===== config.mk =====
export PLATFORM = sky130hd
export DESIGN_NAME = tick_barrier_min_next_time
export DESIGN_NICKNAME = d
export VERILOG_FILES = /design/src/sv/tbmnt_pkg.sv /design/src/sv/tick_barrier_min_next_time.sv
export SDC_FILE = /design/constraint.sdc
export NUM_CORES = 1
export LEC_CHECK = 0
export BUFFER_PORTS_ARGS = -buffer_cell sky130_fd_sc_hd__buf_2
export CAP_MARGIN = 10
export CELL_PAD_IN_SITES_DETAIL_PLACEMENT = 0
export CELL_PAD_IN_SITES_GLOBAL_PLACEMENT = 1
export CORE_AREA = 2 2 339 341
export CTS_CLUSTER_DIAMETER = 120
export DETAILED_ROUTE_END_ITERATION = 6
export DIE_AREA = 0 0 341 343
export PLACE_DENSITY = 0.54
export SLEW_MARGIN = 10
export SYNTH_ARGS = -nofsm -noshare
export SYNTH_HDL_FRONTEND = slang
export SYNTH_SLANG_ARGS = --single-unit

===== constraint.sdc =====
create_clock -name clock -period 13.35 [get_ports clock]
set_input_delay 2.67 -clock clock [delete_from_list [all_inputs] [get_ports clock]]
set_output_delay 2.67 -clock clock [all_outputs]
set_load 0.05 [all_outputs]

===== src/sv/tbmnt_pkg.sv =====
// ----------------------------------------------------------------------------
// tbmnt_pkg: shared types and constants for the tick barrier
// Field widths, configuration defaults and the default store depth.
// ----------------------------------------------------------------------------
`default_nettype none

package tbmnt_pkg;

   localparam int TICK_WIDTH         = 64;
   localparam int PORT_WIDTH         = 16;
   localparam int CLIENT_COUNT_WIDTH = 5;
   localparam int MAX_CLIENTS_DEFAULT = 16;

   typedef logic [TICK_WIDTH-1:0]         tick_type;
   typedef logic [PORT_WIDTH-1:0]         port_type;
   typedef logic [CLIENT_COUNT_WIDTH-1:0] client_count_type;

   localparam client_count_type CLIENT_COUNT_RESET = client_count_type'(1);

endpackage : tbmnt_pkg

`default_nettype wire


===== src/sv/tick_barrier_min_next_time.sv =====
// ----------------------------------------------------------------------------
// tick_barrier_min_next_time: simulation time barrier
// Collects client acknowledgements for the current tick, tracks the earliest
// later tick requested and advances the clock once enough distinct clients
// have acknowledged.
// ----------------------------------------------------------------------------
//
//   channel | direction | handshake          | payload
//   --------+-----------+--------------------+-----------------------------------
//   req_    | in        | valid / stall      | client_port, client_tick,
//           |           |                    | requested_tick
//   rsp_    | out       | valid / stall      | ack_accepted, clock_advanced,
//           |           |                    | clock_now
//   csr_    | in        | valid / ready      | client_count
//
// One transaction per cycle sustained while rsp_stall is low. The path has an
// input register, then the port compare against the store, the min compare and
// the count update combinationally into the result register. Reset is synchronous
// and clears the clock, the round state and client_count to one. A stalled
// result holds in the result register while the input register still takes
// one more transaction; req_stall rises only when both are occupied.
//
`default_nettype none

module tick_barrier_min_next_time
   import tbmnt_pkg::*;
#(
   parameter int MAX_CLIENTS = MAX_CLIENTS_DEFAULT
) (
   input  wire logic                          clock,
   input  wire logic                          reset,
   // request channel
   input  wire logic                          req_valid,
   output logic                               req_stall,
   input  wire logic [PORT_WIDTH-1:0]         req_client_port,
   input  wire logic [TICK_WIDTH-1:0]         req_client_tick,
   input  wire logic [TICK_WIDTH-1:0]         req_requested_tick,
   // response channel
   output logic                               rsp_valid,
   input  wire logic                          rsp_stall,
   output logic                               rsp_ack_accepted,
   output logic                               rsp_clock_advanced,
   output logic [TICK_WIDTH-1:0]              rsp_clock_now,
   // configuration write channel
   input  wire logic                          csr_valid,
   output logic                               csr_ready,
   input  wire logic [CLIENT_COUNT_WIDTH-1:0] csr_client_count
);

   // count holds 0..MAX_CLIENTS, index addresses 0..MAX_CLIENTS-1
   localparam int CW = $clog2(MAX_CLIENTS + 1);
   localparam int IW = (MAX_CLIENTS > 1) ? $clog2(MAX_CLIENTS) : 1;
   localparam int TW = (CW > CLIENT_COUNT_WIDTH) ? CW : CLIENT_COUNT_WIDTH;

   typedef logic [CW-1:0] count_type;
   typedef logic [TW-1:0] target_type;

   // configuration register
   client_count_type client_count_ff;

   // barrier state
   tick_type  current_tick_ff,  current_tick_in;
   tick_type  earliest_tick_ff, earliest_tick_in;
   count_type acked_count_ff,   acked_count_in;
   port_type  acked_ports_ff [MAX_CLIENTS];

   // input register
   logic     s1_valid_ff;
   port_type s1_port_ff;
   tick_type s1_ctick_ff;
   tick_type s1_want_ff;

   // result register
   logic     rsp_valid_ff;
   logic     rsp_accepted_ff,  rsp_accepted_in;
   logic     rsp_advanced_ff,  rsp_advanced_in;
   tick_type rsp_clock_ff;

   logic       out_ready;
   logic       s1_fire;
   logic       tick_match;
   logic       port_hit;
   logic       store_port;
   target_type target;
   target_type count_ext;
   target_type count_mid;

   // handshakes
   assign out_ready = !rsp_valid_ff || !rsp_stall;
   assign s1_fire   = s1_valid_ff && out_ready;
   assign req_stall = s1_valid_ff && !out_ready;
   assign csr_ready = 1'b1;

   // store configuration writes
   always_ff @(posedge clock) begin
      if (reset) begin
         client_count_ff <= CLIENT_COUNT_RESET;
      end else if (csr_valid && csr_ready) begin
         client_count_ff <= csr_client_count;
      end
   end

   // capture accepted request transactions
   always_ff @(posedge clock) begin
      if (reset) begin
         s1_valid_ff <= 1'b0;
      end else if (!req_stall) begin
         s1_valid_ff <= req_valid;
      end
   end

   always_ff @(posedge clock) begin
      if (req_valid && !req_stall) begin
         s1_port_ff  <= req_client_port;
         s1_ctick_ff <= req_client_tick;
         s1_want_ff  <= req_requested_tick;
      end
   end

   // search the port store over the entries filled this round
   always_comb begin
      port_hit = 1'b0;
      for (int i = 0; i < MAX_CLIENTS; i++) begin
         if ((count_type'(i) < acked_count_ff) && (acked_ports_ff[i] == s1_port_ff)) begin
            port_hit = 1'b1;
         end
      end
   end

   // saturate the configured target at the store depth
   always_comb begin
      if (target_type'(client_count_ff) > target_type'(MAX_CLIENTS)) begin
         target = target_type'(MAX_CLIENTS);
      end else begin
         target = target_type'(client_count_ff);
      end
   end

   assign tick_match = (s1_ctick_ff == current_tick_ff);
   assign count_ext  = target_type'(acked_count_ff);

   // update the round: lower the minimum, record the port, close the round
   always_comb begin
      current_tick_in  = current_tick_ff;
      earliest_tick_in = earliest_tick_ff;
      acked_count_in   = acked_count_ff;
      store_port       = 1'b0;
      rsp_accepted_in  = 1'b0;
      rsp_advanced_in  = 1'b0;
      count_mid        = count_ext;
      if (tick_match) begin
         rsp_accepted_in = 1'b1;
         if (count_ext != target) begin
            if (s1_want_ff > current_tick_ff) begin
               if ((earliest_tick_ff == current_tick_ff) || (s1_want_ff < earliest_tick_ff)) begin
                  earliest_tick_in = s1_want_ff;
               end
            end
            if (!port_hit && (acked_count_ff < count_type'(MAX_CLIENTS))) begin
               store_port = 1'b1;
               count_mid  = count_ext + target_type'(1);
            end
         end
         if (count_mid == target) begin
            acked_count_in  = '0;
            current_tick_in = earliest_tick_in;
            rsp_advanced_in = 1'b1;
         end else begin
            acked_count_in  = count_type'(count_mid);
         end
      end
   end

   // advance barrier state
   always_ff @(posedge clock) begin
      if (reset) begin
         current_tick_ff  <= '0;
         earliest_tick_ff <= '0;
         acked_count_ff   <= '0;
      end else if (s1_fire) begin
         current_tick_ff  <= current_tick_in;
         earliest_tick_ff <= earliest_tick_in;
         acked_count_ff   <= acked_count_in;
      end
   end

   // write the port store
   always_ff @(posedge clock) begin
      if (s1_fire && store_port) begin
         acked_ports_ff[acked_count_ff[IW-1:0]] <= s1_port_ff;
      end
   end

   // hold the result until taken
   always_ff @(posedge clock) begin
      if (reset) begin
         rsp_valid_ff <= 1'b0;
      end else if (out_ready) begin
         rsp_valid_ff <= s1_valid_ff;
      end
   end

   always_ff @(posedge clock) begin
      if (s1_fire) begin
         rsp_accepted_ff <= rsp_accepted_in;
         rsp_advanced_ff <= rsp_advanced_in;
         rsp_clock_ff    <= current_tick_in;
      end
   end

   assign rsp_valid          = rsp_valid_ff;
   assign rsp_ack_accepted   = rsp_accepted_ff;
   assign rsp_clock_advanced = rsp_advanced_ff;
   assign rsp_clock_now      = rsp_clock_ff;

endmodule : tick_barrier_min_next_time

`default_nettype wire

==> summary.txt <==
Clocking
  – H-tree depth: 3
  – CTS Sinks: 590
  – Clk pin slew, worst setup/hold paths: 0.06 ns
  – Skew-Pair Late Insertion Delay: 0.63 ns
  – Setup Fix Bufs, Post-CTS: 0
  – CTS resizes: 0
  – Hold buffers post-CTS: 0
  – CTS Buf Count: 70
  – CTS tree: yes
  – Root Driver: clkbuf_16
  – CTS max path bufs: 3

Logic synthesis
  – Syn_area_per_cell: 12.63 sq um
  – Post-Syn Area: 28,120 sq um
  – Yosys reg bits: 590
  – Warnings from Yosys: 0
  – Mapped Nets: 2,512
  – Yosys cell types: 64
  – Synth area leader: edfxtp_1
  – Register area share after synthesis: 58.01%
  – Number of flops mapped to enable cells by yosys: 450
  – Synth Flop Type: edfxtp_1
  – Mapped Cells: 2,227
  – Fraction of registers with async set/reset: 0%
  – Yosys top cell area share: 48.05%
  – Synth top area cells: edfxtp_1, dfxtp_1, xnor2_1, ha_1, xor2_1

STA
  – Setup Viol. Count Final: 0
  – Max-slew violation count: 0
  – Fmax achieved: 166.2 MHz
  – Slew headroom: 20.31%
  – Final critical-path share of the clock period: 45.07%
  – Setup TNS: 0 ns
  – Clock Skew: 0.03048 ns
  – Actual slew at the worst max-slew pin: 1.191 ns
  – Min Tclk post-route: 6.016 ns
  – Endpoints failing hold: 0
  – Unrepaired setup endpoints after global routing: no

Route
  – WL/cell: 21.56 um
  – Final wirelength: 86,510 um
  – Initial DRC Count: 1,164
  – Via count: 18,029
  – Vias per std cell: 4.493
  – Antenna-violating nets left: 0
  – DR DRC count: 0
  – 1st-pass router iterations: 5

Floorplanning
  – # rows: 124
  – Initial core utilization: 24.80%
  – Die ar.: 117,000 sq um
  – Io pins: 223
  – Die width: 341 um
  – Core Region: 113,400 sq um
  – Chip Height: 343 um

Min path
  – Hold Crit Class: flop to flop

Global route
  – Vias in the first global route: 17,878
  – GRT Resource Usage Total: 14.52%
  – Initial antenna violation count: 4
  – Global-route wire length before repair: 125,500 um
  – Gr ovfl total: 0
  – Largest net degree at the start of global routing: 129

Placed design
  – Routability Congestion: 0.8450
  – Port bufs: 221
  – HPWL Detailed: 59,360 um

Status
  – Status: finished, final reports clean

Power
  – IR drop worst, VDD: 0.08714 mV
  – Leak: 11.06 nW
  – Pwr dens: 129.6 nW/um^2

Worst setup path
  – Crit Path Category: primary input to output port
  – Data arrival, critical path: 3.35 ns
  – Endpoint class of the critical path: output port
  – Startpoint Class: primary input
  – WP data required: 10.68 ns
  – Worst-path fanout max: 3

Job
  – Max Cap Viol: 0

Final layout
  – # fillers: 11,528
  – Area Overhead vs Synth: 17.57%
  – Layout cells sized above 1: 16.51%
  – Final #Nets: 2,732
  – Utilization after layout: 29.15%
  – Diodes inserted: 0
[flip-flops by register name, summed over array words and instances (netlist names)]
name                cells
acked_ports_ff        240
current_tick_ff        64
earliest_tick_ff       64
rsp_clock_now          64
s1_ctick_ff            64
s1_want_ff             64
s1_port_ff             16
acked_count_ff          5
client_count_ff         5
rsp_ack_accepted        1
rsp_clock_advanced      1
rsp_valid               1
s1_valid_ff             1
[per-layer routing]
layer	part of all wire (%)	GRT usage (%)	wire, um
met1	50	21.23	43080
met2	44	22.58	38330
met3	4.0	2.083	3498
met4	1.8	3.359	1586
met5	0.023	0	20
[worst max-delay path, cell delays in order]
cell and delay [ns]:
buf_2 0.12, and3_1 0.26, buf_2 0.30
[cell families after synthesis]
group,Yosys count,share of synthesized area (%)
flip-flops,590,58.01
multiplexers,133,4.738
buffers and inverters,244,4.360
AND/OR/NAND/NOR,411,7.265
XOR/XNOR,375,11.68
adder cells (fa/ha/maj),131,5.828
AO/OA/AOI/OAI,342,8.102
other,1,0.01333
[synthesized netlist by cell type (all sizes together), types with 3 or more instances]
cell and n:
nor3 30, xor2 154, nand2 29, o21a 3
a2111oi 4, nand4 83, ha 131, a21oi 46
nor2b 3, a21o 30, o211ai 5, nor2 167
mux2i 132, buf 72, nand2b 12, dfxtp 140
o21ai 151, o2111ai 3, clkbuf 35, inv 137
nand3 21, a41oi 3, a31oi 8, nor4 49
xnor2 221, a211oi 71, edfxtp 450
[per-stage QoR]
step	instance area (sq um)	instances	hold WS (ns)	setup WS [ns]	power, mW
after floorplan	28120	2227	0.4440	2.777	2.289
after global placement	30750	3886	0.4718	7.008	2.408
after detailed placement	30750	3886	0.4787	6.845	2.412
after CTS	33040	4012	0.4940	7.334	4.345
after global routing	33070	4013	0.5332	7.227	4.433
final	33070	4013	0.4938	7.334	4.284
[cell type report]
| class | count | area [sq um] | share of cell area, % |
|---|---|---|---|
| well taps | 1512 | 1892 | 5.721 |
| clock inverters | 31 | 349.1 | 1.056 |
| flip-flops and latches | 590 | 16320 | 49.34 |
| clock buffers | 95 | 1938 | 5.861 |
| multi-input cells | 1393 | 10680 | 32.29 |
| inverters | 137 | 514.2 | 1.555 |
| repair buffers | 255 | 1380 | 4.174 |
[power breakdown]
part	switching, mW	internal [mW]	total [mW]
sequential	0.0394	2.02	2.06
clock	0.788	1.13	1.91
combinational	0.212	0.103	0.314
total	1.04	3.24	4.28
[path summary, 6_finish.rpt]
path | cells after the start | startpoint | slack [ns] | endpoint
setup / recovery | 3 | rsp_stall | 7.33 | req_stall
hold / removal | 2 | s1_valid_ff | 0.49 | rsp_valid
hold reg to reg | 2 | s1_valid_ff | 0.49 | rsp_valid
setup reg to reg | 12 | acked_count_ff[2] | 8.24 | current_tick_ff[38]
[cell usage in the layout, fill, tap and decap left out, types with 29 or more instances in the layout]
master / instances
a211oi_1: 40
a211oi_2: 31
a21o_1: 30
a21oi_1: 46
buf_2: 220
buf_4: 33
clkbuf_16: 72
dfxtp_1: 140
edfxtp_1: 450
ha_1: 131
inv_1: 136
mux2i_1: 132
nand2_1: 29
nand4_1: 83
nor2_1: 157
nor4_1: 48
o21ai_0: 91
o21ai_1: 60
xnor2_1: 221
xor2_1: 154
(Power assumes the default switching activity.)
